## src/rtl/ffe_pkg.sv

```systemverilog
// Shared types, constants and register codes for the flip-flop EWMA estimator.
`default_nettype none
package ffe_pkg;

  localparam int OBS_W          = 32;
  localparam int EST_W          = 32;
  localparam int GAIN_W         = 16;
  localparam int KW             = GAIN_W + 1;
  localparam int CHUNK_W        = 16;
  localparam int LF_FRAC        = 12;
  localparam int CFG_IDX_W      = 3;
  localparam int CFG_DATA_W     = 16;
  localparam int VALUE_BITS_DEF = 32;
  localparam int FRAC_BITS_DEF  = 16;

  localparam logic [KW-1:0]     GAIN_ONE  = KW'(1) << GAIN_W;
  localparam logic [GAIN_W-1:0] GAIN_HALF = GAIN_W'(1) << (GAIN_W - 1);

  localparam logic [GAIN_W-1:0] FAST_GAIN_RST    = 16'd6554;
  localparam logic [GAIN_W-1:0] SLOW_GAIN_RST    = 16'd58982;
  localparam logic [GAIN_W-1:0] RANGE_GAIN_RST   = 16'd58982;
  localparam logic [GAIN_W-1:0] CENTER_GAIN_RST  = 16'd6554;
  localparam logic [GAIN_W-1:0] LIMIT_FACTOR_RST = 16'd10894;

  typedef enum logic [CFG_IDX_W-1:0] {
    CFG_FAST_GAIN    = 3'd0,
    CFG_SLOW_GAIN    = 3'd1,
    CFG_RANGE_GAIN   = 3'd2,
    CFG_CENTER_GAIN  = 3'd3,
    CFG_LIMIT_FACTOR = 3'd4
  } cfg_idx_t;

  typedef struct packed {
    logic [GAIN_W-1:0] fast_gain;
    logic [GAIN_W-1:0] slow_gain;
    logic [GAIN_W-1:0] range_gain;
    logic [GAIN_W-1:0] center_gain;
    logic [GAIN_W-1:0] limit_factor;
  } ffe_cfg_t;

  typedef struct packed {
    logic          start;
    logic [KW-1:0] k;
  } ffe_mac_ctl_t;

  typedef struct packed {
    logic busy;
    logic done;
  } ffe_mac_sts_t;

  typedef enum logic [2:0] {
    S_IDLE,
    S_AGILE,
    S_STABLE,
    S_CHK1,
    S_RANGE,
    S_CENTER,
    S_CHK2,
    S_EMIT
  } ffe_state_t;

endpackage
`default_nettype wire

```

## src/rtl/ffe_if.sv

```systemverilog
// Observation and result channel interfaces.
`default_nettype none
interface ffe_in_if;
  import ffe_pkg::*;
  logic             valid;
  logic             ready;
  logic [OBS_W-1:0] observation;
  logic             restart;
  modport source (output valid, output observation, output restart, input ready);
  modport sink (input valid, input observation, input restart, output ready);
endinterface

interface ffe_out_if;
  import ffe_pkg::*;
  logic             valid;
  logic             ready;
  logic [EST_W-1:0] estimate;
  logic             within_limits;
  modport source (output valid, output estimate, output within_limits, input ready);
  modport sink (input valid, input estimate, input within_limits, output ready);
endinterface
`default_nettype wire

```

## src/rtl/ffe_cfg.sv

```systemverilog
// Configuration register bank for the gains and the limit factor.
`default_nettype none
module ffe_cfg (
  input  wire logic                             clk,
  input  wire logic                             rst_n,
  input  wire logic                             cfg_we,
  input  wire logic [ffe_pkg::CFG_IDX_W-1:0]    cfg_idx,
  input  wire logic [ffe_pkg::CFG_DATA_W-1:0]   cfg_wdata,
  output ffe_pkg::ffe_cfg_t                     cfg
);
  import ffe_pkg::*;

  ffe_cfg_t cfg_r;
  ffe_cfg_t cfg_nxt;

  always_comb begin
    cfg_nxt = cfg_r;
    if (cfg_we) begin
      unique case (cfg_idx_t'(cfg_idx))
        CFG_FAST_GAIN:    cfg_nxt.fast_gain    = cfg_wdata;
        CFG_SLOW_GAIN:    cfg_nxt.slow_gain    = cfg_wdata;
        CFG_RANGE_GAIN:   cfg_nxt.range_gain   = cfg_wdata;
        CFG_CENTER_GAIN:  cfg_nxt.center_gain  = cfg_wdata;
        CFG_LIMIT_FACTOR: cfg_nxt.limit_factor = cfg_wdata;
        default: ;
      endcase
    end
  end

  always_ff @(posedge clk) begin
    if (!rst_n) begin
      cfg_r.fast_gain    <= FAST_GAIN_RST;
      cfg_r.slow_gain    <= SLOW_GAIN_RST;
      cfg_r.range_gain   <= RANGE_GAIN_RST;
      cfg_r.center_gain  <= CENTER_GAIN_RST;
      cfg_r.limit_factor <= LIMIT_FACTOR_RST;
    end else begin
      cfg_r <= cfg_nxt;
    end
  end

  assign cfg = cfg_r;

endmodule
`default_nettype wire

```

## src/rtl/ffe_mac.sv

```systemverilog
// Shared multiplier: 17 x 16 bits a cycle, accumulated top chunk first.
`default_nettype none
module ffe_mac #(
  parameter int W = ffe_pkg::VALUE_BITS_DEF + ffe_pkg::FRAC_BITS_DEF
) (
  input  wire logic                                  clk,
  input  wire logic                                  rst_n,
  input  ffe_pkg::ffe_mac_ctl_t                      ctl,
  input  wire logic [W-1:0]                          m,
  output ffe_pkg::ffe_mac_sts_t                      sts,
  output logic [(W+15)/16*16+ffe_pkg::KW-1:0]        acc
);
  import ffe_pkg::*;

  localparam int CHUNKS = (W + CHUNK_W - 1) / CHUNK_W;
  localparam int MW     = CHUNKS * CHUNK_W;
  localparam int ACC_W  = MW + KW;
  localparam int CNT_W  = (CHUNKS > 1) ? $clog2(CHUNKS) : 1;

  logic                    busy_r;
  logic                    done_r;
  logic [CNT_W-1:0]        cnt_r;
  logic [KW-1:0]           k_r;
  logic [MW-1:0]           m_r;
  logic [ACC_W-1:0]        acc_r;
  logic [KW+CHUNK_W-1:0]   pp;
  logic                    last;

  assign pp   = k_r * m_r[MW-1 -: CHUNK_W];
  assign last = (cnt_r == CNT_W'(CHUNKS - 1));

  always_ff @(posedge clk) begin
    if (!rst_n) begin
      busy_r <= 1'b0;
      done_r <= 1'b0;
      cnt_r  <= '0;
    end else if (ctl.start) begin
      busy_r <= 1'b1;
      done_r <= 1'b0;
      cnt_r  <= '0;
    end else if (busy_r) begin
      cnt_r  <= cnt_r + CNT_W'(1);
      busy_r <= !last;
      done_r <= last;
    end else begin
      done_r <= 1'b0;
    end
  end

  always_ff @(posedge clk) begin
    if (ctl.start) begin
      k_r   <= ctl.k;
      m_r   <= MW'(m);
      acc_r <= '0;
    end else if (busy_r) begin
      acc_r <= (acc_r << CHUNK_W) + ACC_W'(pp);
      m_r   <= m_r << CHUNK_W;
    end
  end

  assign sts.busy = busy_r;
  assign sts.done = done_r;
  assign acc      = acc_r;

endmodule
`default_nettype wire

```

## src/rtl/flip_flop_ewma_estimator_core.sv

```systemverilog
// Top level of the flip-flop EWMA estimator: sequencer, state registers and result stage.
//
//  channel  | direction | transaction
//  ---------+-----------+----------------------------------------------
//  in_ch    | sink      | observation[31:0], restart
//  out_ch   | source    | estimate[31:0], within_limits
//  cfg_*    | write     | cfg_idx[2:0], cfg_wdata[15:0] on cfg_we
//
// A seeding observation (first after reset or with restart) goes straight to the hand-over
// state with no multiplier pass. Otherwise five or six blend/limit operations run, one after
// another, on the one shared multiplier. The input is ready only when the sequencer is idle;
// the result register is separate, so a new transaction is taken while a result waits, and a
// stalled result holds the sequencer only at the point of handing over the next one.
// Synchronous reset, no clearing pass.
`default_nettype none
module flip_flop_ewma_estimator_core #(
  parameter int VALUE_BITS = ffe_pkg::VALUE_BITS_DEF,
  parameter int FRAC_BITS  = ffe_pkg::FRAC_BITS_DEF
) (
  input  wire logic                            clk,
  input  wire logic                            rst_n,
  ffe_in_if.sink                               in_ch,
  ffe_out_if.source                            out_ch,
  input  wire logic                            cfg_we,
  input  wire logic [ffe_pkg::CFG_IDX_W-1:0]   cfg_idx,
  input  wire logic [ffe_pkg::CFG_DATA_W-1:0]  cfg_wdata
);
  import ffe_pkg::*;

  localparam int W        = VALUE_BITS + FRAC_BITS;
  localparam int OBS_BITS = (VALUE_BITS < OBS_W) ? VALUE_BITS : OBS_W;
  localparam int CHUNKS   = (W + CHUNK_W - 1) / CHUNK_W;
  localparam int ACC_W    = CHUNKS * CHUNK_W + KW;
  localparam logic [W:0] EST_HALF = (W + 1)'(1) << (FRAC_BITS - 1);

  ffe_cfg_t      cfg;
  ffe_mac_ctl_t  mac_ctl;
  ffe_mac_sts_t  mac_sts;
  logic [ACC_W-1:0] acc;
  logic [W-1:0]  mac_m;
  logic          mac_start;
  logic [KW-1:0] mac_k;

  ffe_state_t    st_r, st_nxt;
  logic          seeded_r;
  logic          w_r;
  logic [OBS_BITS-1:0] last_r;
  logic [W-1:0]  spot_r, step_r, base_r;
  logic [W-1:0]  agile_r, stable_r, center_r, mr_r;
  logic          out_valid_r;
  logic [EST_W-1:0] est_r;
  logic          within_r;

  logic          in_acc, seed, emit_go;
  logic [OBS_BITS-1:0] in_obs, obs_diff;
  logic [W-1:0]  in_spot, in_step, spot_cur;
  logic [W-1:0]  op_old, op_spot, base_nxt, blend_res, diff;
  logic [GAIN_W-1:0] op_gain;
  logic          chk_op, op_ge, within_now;
  logic [ACC_W-1:0] rnd;
  logic [W-1:0]  chosen;
  logic [W:0]    est_full;

  ffe_cfg u_cfg (
    .clk       (clk),
    .rst_n     (rst_n),
    .cfg_we    (cfg_we),
    .cfg_idx   (cfg_idx),
    .cfg_wdata (cfg_wdata),
    .cfg       (cfg)
  );

  ffe_mac #(.W(W)) u_mac (
    .clk   (clk),
    .rst_n (rst_n),
    .ctl   (mac_ctl),
    .m     (mac_m),
    .sts   (mac_sts),
    .acc   (acc)
  );

  assign mac_ctl = '{start: mac_start, k: mac_k};

  assign in_ch.ready = (st_r == S_IDLE);
  assign in_acc      = in_ch.valid && in_ch.ready;
  assign seed        = in_ch.restart || !seeded_r;
  assign in_obs      = in_ch.observation[OBS_BITS-1:0];
  assign obs_diff    = (in_obs > last_r) ? in_obs - last_r : last_r - in_obs;
  assign in_spot     = W'(in_obs) << FRAC_BITS;
  assign in_step     = W'(obs_diff) << FRAC_BITS;
  assign spot_cur    = (st_r == S_IDLE) ? in_spot : spot_r;

  // blend finish and limit check, both on the accumulated product
  assign rnd        = acc + ACC_W'(GAIN_HALF);
  assign blend_res  = base_r + W'(rnd >> GAIN_W);
  assign diff       = (spot_r >= center_r) ? spot_r - center_r : center_r - spot_r;
  assign within_now = ACC_W'(diff) <= (acc >> LF_FRAC);
  assign emit_go    = (st_r == S_EMIT) && (!out_valid_r || out_ch.ready);

  always_comb begin
    st_nxt    = st_r;
    mac_start = 1'b0;
    unique case (st_r)
      S_IDLE: begin
        if (in_acc) begin
          if (seed) begin
            st_nxt = S_EMIT;
          end else begin
            st_nxt    = S_AGILE;
            mac_start = 1'b1;
          end
        end
      end
      S_AGILE: begin
        if (mac_sts.done) begin
          st_nxt    = S_STABLE;
          mac_start = 1'b1;
        end
      end
      S_STABLE: begin
        if (mac_sts.done) begin
          st_nxt    = S_CHK1;
          mac_start = 1'b1;
        end
      end
      S_CHK1: begin
        if (mac_sts.done) begin
          st_nxt    = within_now ? S_RANGE : S_CENTER;
          mac_start = 1'b1;
        end
      end
      S_RANGE: begin
        if (mac_sts.done) begin
          st_nxt    = S_CENTER;
          mac_start = 1'b1;
        end
      end
      S_CENTER: begin
        if (mac_sts.done) begin
          st_nxt    = S_CHK2;
          mac_start = 1'b1;
        end
      end
      S_CHK2: begin
        if (mac_sts.done) begin
          st_nxt = S_EMIT;
        end
      end
      S_EMIT: begin
        if (emit_go) begin
          st_nxt = S_IDLE;
        end
      end
      default: st_nxt = S_IDLE;
    endcase
  end

  // operands of the operation about to start
  always_comb begin
    op_old  = agile_r;
    op_spot = spot_cur;
    op_gain = cfg.fast_gain;
    chk_op  = 1'b0;
    case (st_nxt) inside
      S_STABLE: begin
        op_old  = stable_r;
        op_gain = cfg.slow_gain;
      end
      S_RANGE: begin
        op_old  = mr_r;
        op_spot = step_r;
        op_gain = cfg.range_gain;
      end
      S_CENTER: begin
        op_old  = center_r;
        op_gain = cfg.center_gain;
      end
      S_CHK1, S_CHK2: chk_op = 1'b1;
      default: ;
    endcase
    op_ge = (op_old >= op_spot);
    if (chk_op) begin
      mac_k = {1'b0, cfg.limit_factor};
      mac_m = mr_r;
    end else if (op_ge) begin
      mac_k = {1'b0, op_gain};
      mac_m = op_old - op_spot;
    end else begin
      mac_k = GAIN_ONE - {1'b0, op_gain};
      mac_m = op_spot - op_old;
    end
    base_nxt = op_ge ? op_spot : op_old;
  end

  always_ff @(posedge clk) begin
    if (!rst_n) begin
      st_r        <= S_IDLE;
      seeded_r    <= 1'b0;
      out_valid_r <= 1'b0;
    end else begin
      st_r <= st_nxt;
      if (in_acc) begin
        seeded_r <= 1'b1;
      end
      if (emit_go) begin
        out_valid_r <= 1'b1;
      end else if (out_ch.ready) begin
        out_valid_r <= 1'b0;
      end
    end
  end

  always_ff @(posedge clk) begin
    if (mac_start) begin
      base_r <= base_nxt;
    end
    if (in_acc) begin
      spot_r <= in_spot;
      step_r <= in_step;
      last_r <= in_obs;
      if (seed) begin
        agile_r  <= in_spot;
        stable_r <= in_spot;
        center_r <= in_spot;
        mr_r     <= '0;
        w_r      <= 1'b1;
      end
    end
    if (mac_sts.done) begin
      case (st_r)
        S_AGILE:  agile_r  <= blend_res;
        S_STABLE: stable_r <= blend_res;
        S_RANGE:  mr_r     <= blend_res;
        S_CENTER: center_r <= blend_res;
        S_CHK2:   w_r      <= within_now;
        default: ;
      endcase
    end
    if (emit_go) begin
      est_r    <= EST_W'(est_full);
      within_r <= w_r;
    end
  end

  assign chosen   = w_r ? agile_r : stable_r;
  assign est_full = ({1'b0, chosen} + EST_HALF) >> FRAC_BITS;

  assign out_ch.valid         = out_valid_r;
  assign out_ch.estimate      = est_r;
  assign out_ch.within_limits = within_r;

  a_done_in_op: assert property (@(posedge clk) disable iff (!rst_n)
    mac_sts.done |-> (st_r != S_IDLE && st_r != S_EMIT))
    else $error("multiplier finished outside an operation");

  a_accept_mac_idle: assert property (@(posedge clk) disable iff (!rst_n)
    in_acc |-> !mac_sts.busy)
    else $error("transaction taken while the multiplier is busy");

  a_accept_leaves_idle: assert property (@(posedge clk) disable iff (!rst_n)
    in_acc |=> st_r != S_IDLE)
    else $error("sequencer stayed idle after a transaction");

  a_result_from_emit: assert property (@(posedge clk) disable iff (!rst_n)
    $rose(out_valid_r) |-> $past(st_r) == S_EMIT)
    else $error("result raised outside the hand-over state");

  a_restart_seeds: assert property (@(posedge clk) disable iff (!rst_n)
    in_acc && in_ch.restart |=> seeded_r && w_r && st_r == S_EMIT)
    else $error("restart did not seed");

endmodule
`default_nettype wire

```

## src/flat_wrapper.sv

```systemverilog
// flat-port wrapper written by rule: the top's interface ports become plain ports
module flip_flop_ewma_estimator_core_flat import ffe_pkg::*;
#(
  parameter int VALUE_BITS = ffe_pkg::VALUE_BITS_DEF,
  parameter int FRAC_BITS  = ffe_pkg::FRAC_BITS_DEF
)
  (clk, rst_n, cfg_we, cfg_idx, cfg_wdata, in_ch_valid, in_ch_observation, in_ch_restart, in_ch_ready, out_ch_valid, out_ch_estimate, out_ch_within_limits, out_ch_ready);
  ffe_in_if in_ch_i ();
  ffe_out_if out_ch_i ();
  input  wire logic clk;
  input  wire logic rst_n;
  input  wire logic cfg_we;
  input  wire logic [ffe_pkg::CFG_IDX_W-1:0] cfg_idx;
  input  wire logic [ffe_pkg::CFG_DATA_W-1:0] cfg_wdata;
  input wire logic [$bits(in_ch_i.valid)-1:0] in_ch_valid;
  input wire logic [$bits(in_ch_i.observation)-1:0] in_ch_observation;
  input wire logic [$bits(in_ch_i.restart)-1:0] in_ch_restart;
  output wire logic [$bits(in_ch_i.ready)-1:0] in_ch_ready;
  output wire logic [$bits(out_ch_i.valid)-1:0] out_ch_valid;
  output wire logic [$bits(out_ch_i.estimate)-1:0] out_ch_estimate;
  output wire logic [$bits(out_ch_i.within_limits)-1:0] out_ch_within_limits;
  input wire logic [$bits(out_ch_i.ready)-1:0] out_ch_ready;
  assign in_ch_i.valid = in_ch_valid;
  assign in_ch_i.observation = in_ch_observation;
  assign in_ch_i.restart = in_ch_restart;
  assign in_ch_ready = in_ch_i.ready;
  assign out_ch_valid = out_ch_i.valid;
  assign out_ch_estimate = out_ch_i.estimate;
  assign out_ch_within_limits = out_ch_i.within_limits;
  assign out_ch_i.ready = out_ch_ready;
  flip_flop_ewma_estimator_core #(.VALUE_BITS(VALUE_BITS), .FRAC_BITS(FRAC_BITS)) u_core (.clk(clk), .rst_n(rst_n), .in_ch(in_ch_i), .out_ch(out_ch_i), .cfg_we(cfg_we), .cfg_idx(cfg_idx), .cfg_wdata(cfg_wdata));
endmodule
```

## config.mk

```make
export PLATFORM = sky130hd
export DESIGN_NAME = flip_flop_ewma_estimator_core_flat
export DESIGN_NICKNAME = d
export VERILOG_FILES = /design/src/rtl/ffe_pkg.sv /design/src/rtl/ffe_if.sv /design/src/rtl/ffe_cfg.sv /design/src/rtl/ffe_mac.sv /design/src/rtl/flip_flop_ewma_estimator_core.sv /design/src/flat_wrapper.sv
export SDC_FILE = /design/constraint.sdc
export NUM_CORES = 2
export LEC_CHECK = 0
export BUFFER_PORTS_ARGS = -buffer_cell sky130_fd_sc_hd__buf_2
export CORE_MARGIN = 4
export CORE_UTILIZATION = 39
export DETAILED_ROUTE_END_ITERATION = 8
export GPL_TIMING_DRIVEN = 1
export PLACE_DENSITY_LB_ADDON = 0.12
export SYNTH_ARGS = -nofsm -noshare
export SYNTH_HDL_FRONTEND = slang
export SYNTH_SLANG_ARGS = --single-unit
```

## constraint.sdc

```tcl
create_clock -name clk -period 22.2 [get_ports clk]
set_input_delay 2.22 -clock clk [delete_from_list [all_inputs] [get_ports clk]]
set_output_delay 2.22 -clock clk [all_outputs]
set_load 0.01 [all_outputs]
```

Yosys cells after proc, flatten, opt, wreduce, memory -nomap -nowiden
Cells that the tools add are included.

cells by class
  add/sub/neg operators = 12
  bitwise gates (word level) = 2
  $mul = 1
  equality and inequality tests = 17
  reduce and logical (&&, ||, !) cells = 21
  muxes and demuxes = 62
  order comparisons = 4

operators by type and width
  cell                                                 number
  two-way mux 48 bit                                   29
  subtractor 48 bit                                    4
  greater-or-equal comparator 48 bit                   2
  two-way mux 16 bit                                   5
  adder 65 x 33 -> 65 bit                              1
  adder 64 x 16 -> 64 bit, second input constant       1
  subtractor 32 bit                                    2
  less-or-equal comparator 48 x 53 -> 1 bit            1
  adder 48 x 16 -> 48 bit, second input constant       1
  adder 48 bit                                         1
  multiplier 17 x 16 -> 33 bit                         1
  greater-than comparator 32 bit                       1
  two-way mux 32 bit                                   1
  two-way mux 3 bit                                    9
  equality test 3 bit, second input constant           8
  case mux 3 bit (8 select lines)                      1
  equality test 3 x 2 -> 1 bit, second input constant  6
  subtractor 17 x 16 -> 17 bit, first input constant   1
  two-way mux 1 bit                                    16
  AND reduction 2 bit                                  5
  equality test 3 x 1 -> 1 bit, second input constant  2
  zero test 3 bit                                      2
  OR reduction 2 bit                                   3
  OR reduction 5 bit                                   1
  9 further kinds                                      15

word-level totals
  output and inout bits = 35
  flip-flop bits (word level) = 557
  logic and storage cells = 144
  input port bits = 57

Logic depth before layout (Yosys ltp)
  word-level depth = 14
  gate-level depth with buffers = 54
  depth with buffers taken out = 48

Cells and area by module
Synthesis repeated with hierarchy kept, for this count alone.

unflattened totals
  cell total of the unflattened synthesis = 6082
  area total of the unflattened synthesis = 50656.1 um^2

modules (own cells, without submodules)
  module                         instances  area each (um^2)  cells an instance  seq. area each (um^2)
  flip_flop_ewma_estimator_core  1          31834.3           4130               8318.0
  ffe_mac                        1          15683.8           1655               3333.2
  ffe_cfg                        1          3138.0            297                1601.5

Least setup slack after synthesis
OpenSTA, ideal clock, no wires.

  path kind = register to register
  start point = register, netlist name u_core.last_r[12]
  end point = register u_core.u_mac.m_r[41], data pin
  setup time = 261 ps
  buffers on the path = 9
  cell stages (with the launch flop) = 50
  period minus slack after synthesis = 10249 ps
  path slack = 11951 ps
  arrival time = 9988 ps
  data required time = 21939 ps
  path through = edfxtp_1 ha_1 clkbuf_1 nand4_1 or2_2 nor3_1 o2111ai_1 a41o_1 nand2_1 a21o_1 a21oi_1 o21ai_1 clkbuf_1 buf_1 clkbuf_1 nand2_1 xnor2_1 ha_1 (+14 left out) nor2b_1 o21ai_0 a21boi_0 o21a_1 o21ai_0 a21oi_1 a311oi_1 o21bai_1 a221oi_1 o211ai_1 nor2_4 or2_1 buf_6 buf_4 o211ai_1 o211ai_1 xnor2_1 o21ai_1

RTL lines
  what                    line           text
  end signal: assignment  ffe_mac.sv:53  m_r <= MW'(m);
  end signal: assignment  ffe_mac.sv:57  m_r <= m_r << CHUNK_W;
  end: declaration        ffe_mac.sv:24  logic [MW-1:0] m_r;

Final worst setup path
  start point = register u_core.center_r[4]
  end point = register u_core.u_mac.m_r[40], data pin

between the ends
  word-level cells in the longest chain between the ends = 14
  elaborated cells on any way between the ends = 29
  those cells by class = add/sub (4); order compare (3); eq/ne (5); mux (16); reduce/logical (1)

ends and longest elaborated chain
  what                                                                                         line                                                                        text
  start: declaration                                                                           flip_flop_ewma_estimator_core.sv:49                                         logic [W-1:0] agile_r, stable_r, center_r, mr_r;
  start signal: assignment                                                                     flip_flop_ewma_estimator_core.sv:224                                        center_r <= in_spot;
  start signal: assignment                                                                     flip_flop_ewma_estimator_core.sv:234                                        S_CENTER: center_r <= blend_res;
  subtractor 48 bit / greater-or-equal comparator 48 bit (equally long branches)               flip_flop_ewma_estimator_core.sv:96                                         assign diff = (spot_r >= center_r) ? spot_r - center_r : center_r - spot_r;
  two-way mux 48 bit                                                                           flip_flop_ewma_estimator_core.sv:96
  less-or-equal comparator 48 x 53 -> 1 bit                                                    flip_flop_ewma_estimator_core.sv:97                                         assign within_now = ACC_W'(diff) <= (acc >> LF_FRAC);
  two-way mux 1 bit                                                                            flip_flop_ewma_estimator_core.sv:128                                        st_nxt = within_now ? S_RANGE : S_CENTER;
  two-way mux 3 bit                                                                            flip_flop_ewma_estimator_core.sv:127                                        if (mac_sts.done) begin
  case mux 3 bit (8 select lines)                                                              flip_flop_ewma_estimator_core.sv:103                                        unique case (st_r)
  equality test 3 bit (no source line) / equality test 3 x 2 -> 1 bit (equally long branches)  --
  two-way mux 48 bit / OR reduction 2 bit (equally long branches)                              flip_flop_ewma_estimator_core.sv:164                                        case (st_nxt) inside
  two-way mux 48 bit / two-way mux 1 bit (equally long branches) (2 in series)                 flip_flop_ewma_estimator_core.sv:164
  subtractor 48 bit, or another cell as far along                                              flip_flop_ewma_estimator_core.sv:190                                        mac_m = op_spot - op_old;
  two-way mux 48 bit / two-way mux 1 bit (equally long branches)                               flip_flop_ewma_estimator_core.sv:185, flip_flop_ewma_estimator_core.sv:164
  two-way mux 48 bit *                                                                         flip_flop_ewma_estimator_core.sv:182                                        if (chk_op) begin
  two-way mux 48 bit *                                                                         ffe_mac.sv:51                                                               if (ctl.start) begin

Mark *: on every way between the ends. The rest lies on a longest branch, timed or not.
A chain may end at the register's enable or synchronous reset.

==> flow_metrics.py <==
metrics = {
    "hold_path": {
        "whs_endpoint": "u_core.agile_r[0]",
        "hold_class": "flop to flop",
        "hp-start": "u_core.agile_r[0]",
        "hold_path_depth": 2,
    },
    "logic_synthesis": {
        "synth.largest_area_cell": "sky130_fd_sc_hd__dfxtp_1",
        "proportion_of_register_bits_with_asynchronous_set_or_reset_after_synthesis_pct": 0,
        "post_synth.cell_area_avg_um2": 8.05,
        "synth_fp_nets": 6761,
        "postSynthRegisterBits": 557,
        "post_synth_main_area_contributors": "sky130_fd_sc_hd__dfxtp_1 14%, sky130_fd_sc_hd__edfxtp_1 13%, sky130_fd_sc_hd__ha_1 11%",
        "synth_most_common_cell": "sky130_fd_sc_hd__nand2_1",
        "number_of_enable_flip_flop_cells_after_synthesis": 210,
        "postSynth.topFlopCell": "sky130_fd_sc_hd__dfxtp_1",
        "netlist.area_leader.share_pct": 14.2,
        "synth_commonest_cells": "782 x sky130_fd_sc_hd__nand2_1, 608 x sky130_fd_sc_hd__a21oi_1, 554 x sky130_fd_sc_hd__inv_1",
        "synth-seq-area-share_pct": 27.1,
        "syn_inst": 6063,
        "ys_warn_count": 0,
        "yosysUniqueCellTypes": 88,
        "synthesis.area_um2": 48800,
    },
    "die": {
        "core_area_um2": 124000,
        "placementRows": 129,
        "fp.dieArea_um2": 131000,
        "ioPinCount": 92,
        "horizontal_die_dimension_um": 362,
        "dieHeight_um": 362,
        "start_util_pct": 39.4,
    },
    "pwr": {
        "power_density_nw_per_um2": 165,
        "sequentialPowerShare_pct": 17.9,
        "p_total_uw": 8760,
        "p_sw_uw": 4540,
        "power.combinational.fraction_pct": 68.4,
        "p_sw_share_pct": 51.8,
        "p_int_uw": 4220,
        "static-leakage-power_uw": 0.0229,
        "clock_power_share_pct": 13.7,
        "ir_worst_vdd_mv": 0.123,
    },
    "placement": {
        "dpl-instance-area_um2": 50600,
        "routabilityCongestion": 0.992,
        "place.port_buffers": 91,
        "placedCellCount": 7516,
        "dp_hpwl_um": 141000,
    },
    "cells_and_area": {
        "layout-drive-gt1-share_pct": 5.56,
        "filler_cell_count": 12600,
        "multi_input_comb_area_um2": 32300,
        "final_net_count": 6650,
        "insertedDiodeCount": 0,
        "syn_to_final_growth_pct": 8.56,
        "postLayoutCellArea_um2": 53000,
        "instances_no_fill": 7648,
        "seq_area_um2": 13300,
    },
    "critical_path": {
        "crit_path_start_kind": "flop",
        "timing.critical_path.arrival_ns": 13.53,
        "rr_startpoint": "u_core.center_r[4]",
        "timing.critical_path.mode_cell": "sky130_fd_sc_hd__a21oi_1",
        "worst_setup_path_end_kind": "flop",
        "worstPathRequired_ns": 22.59,
        "setup.worst_path.class": "flop to flop",
        "critical_path.max_stage_delay_ns": 0.92,
        "worst_r2r_path_depth": 47,
        "worstPathMaxFanout": 82,
        "cp_slowest_cell": "sky130_fd_sc_hd__a211oi_2",
        "rr_endpoint": "u_core.u_mac.m_r[40]",
        "regToRegSetupSlack_ns": 9.07,
    },
    "global_route": {
        "via_count_of_the_first_global_routing_pass": 42300,
        "globalRouteTotalUtil_pct": 27.2,
        "grt_overflow_total": 0,
        "antenna_violations_before_repair": 3,
        "grt_pass1_wl_um": 273000,
        "grt_max_degree": 88,
    },
    "cts": {
        "worstSkewPairLatency_ns": 0.71,
        "h-tree-depth": 3,
        "cts_post_setup_buffers_inserted": 0,
        "cts_tree": "yes",
        "cts.repair.resized": 0,
        "cts_buffer_count": 71,
        "root_buffer": "sky130_fd_sc_hd__clkbuf_16",
        "cts.clk_slew.worst_paths_ns": 0.06,
        "cts.hold.buffers_added": 0,
        "clock_sink_count": 557,
        "clk_path_buf_depth": 3,
    },
    "timing": {
        "layout_min_cycle_time_ns": 13.13,
        "timing.final.crit_share_pct": 59.2,
        "report.final.hold_viol_count": 0,
        "maxSlewViolCount": 0,
        "worst_clock_skew_ns": 0.0438,
        "fmax_mhz": 76.1,
        "worstMarginPinSlew_ns": 1.16,
        "timing.hold.ws_ns": 0.459,
        "final.setup.tns_ns": 0,
        "rsz0062_at_grt": "no",
        "timing.final.setup_violations": 0,
        "maxSlewHeadroom_pct": 22.7,
    },
    "routing": {
        "detailroute.wirelength.met3_um": 11700,
        "post_drt_via_cell_ratio": 5.74,
        "wl_per_cell_um": 23.8,
        "detail-route-antenna-nets": 0,
        "dr.first_iter.drc_count": 4325,
        "routedLengthMet1_um": 82200,
        "drt-total-wl_um": 182000,
        "drtPass1Iterations": 6,
        "routed-wl-met2_um": 80800,
        "dr_total_vias": 43900,
        "drc": 0,
        "top_layer": "met5",
    },
    "run_status": {
        "status": "completed",
    },
    "job": {
        "timing.max_cap.violations": 0,
    },
}
==> layout by cell type, fill, tap and decap left out, drive strengths merged, types with 51 or more instances in the layout <==
cell type / instances
dfxtp: 347
o21ai: 399
nand2: 782
nor2: 470
a21boi: 52
xor2: 93
mux2i: 83
nand4: 59
a21oi: 608
and2: 130
a21o: 151
a211oi: 89
buf: 152
nor3: 67
xnor2: 215
fa: 230
inv: 558
edfxtp: 210
nand3: 201
nor2b: 53
a311oi: 51
ha: 411
clkbuf: 106
o21bai: 53
==> cell families (layout without fill, tap and decap cells) <==
group	Yosys count	count (layout)	share of synthesized area, %
fa+ha+maj	641	641	20.0
buf+inv	890	838	6.93
flops	557	557	27.1
xor+xnor	308	308	5.53
mux	93	93	1.94
compound gates	1641	1641	20.5
simple gates	1933	1933	18.0
==> cell type report <==
cell class / instances / share of cell area, %
clock buffer: 106 / 3.93
multi-input combinational: 4616 / 61.0
timing repair buffer: 152 / 1.72
clock inverter: 26 / 0.564
tap: 1637 / 3.87
sequential: 557 / 25.0
inverter: 554 / 3.93
==> worst max-delay path by stage <==
stage                       startpoint                   end  slack [ns]
floorplan            u_core.last_r[12]  u_core.u_mac.m_r[41]       11.95
global placement    u_core.center_r[4]  u_core.u_mac.m_r[40]        9.26
detailed placement  u_core.center_r[4]  u_core.u_mac.m_r[40]        9.15
CTS                 u_core.center_r[4]  u_core.u_mac.m_r[40]        9.15
global route        u_core.center_r[4]  u_core.u_mac.m_r[39]        8.19
finish              u_core.center_r[4]  u_core.u_mac.m_r[40]        9.07
==> power groups by stage <==
stage | sequential (µW) | clock [µW] | combinational [µW]
final | 1570 | 1200 | 6000
after global routing | 1580 | 1260 | 6600
after CTS | 1550 | 1230 | 5960
after detailed placement | 1570 | 0 | 5910
after global placement | 1570 | 0 | 5920
after floorplan | 1450 | 0 | 4230
==> critical path: cells and delay by family, from the launching register on <==
family,cells,cell delay (ns)
buf+inv,4,1.70
compound gates,25,6.67
flops,1,0.35
simple gates,12,2.24
xor+xnor,2,0.30
fa+ha+maj,2,0.66
mux,2,0.80
==> through the flow <==
stage,worst slack [ns],utilization (%)
detailed placement,9.15,40.8
global route,8.19,42.7
global placement,9.26,40.8
floorplan,11.95,-
CTS,9.15,42.7
finish,9.07,42.7
==> per-layer routing <==
layer  up-vias  GRT usage (%)
met3       310           3.42
met4         2           10.6
li1      20600              -
met5         -              0
met1     21400           38.1
met2      1555           42.9
==> state kept, by name, indices dropped and copies added, names as in the netlist, 3 cells and up <==
register,count
u_core.agile_r,48
u_core.base_r,48
u_core.center_r,48
u_core.last_r,32
u_core.mr_r,48
u_core.out_ch.estimate,32
u_core.st_r,3
u_core.stable_r,48
u_core.step_r,32
u_core.u_cfg.cfg,80
u_core.u_mac.acc,65
u_core.u_mac.k_r,17
u_core.u_mac.m_r,48
Power figures use the tool's default switching activity.
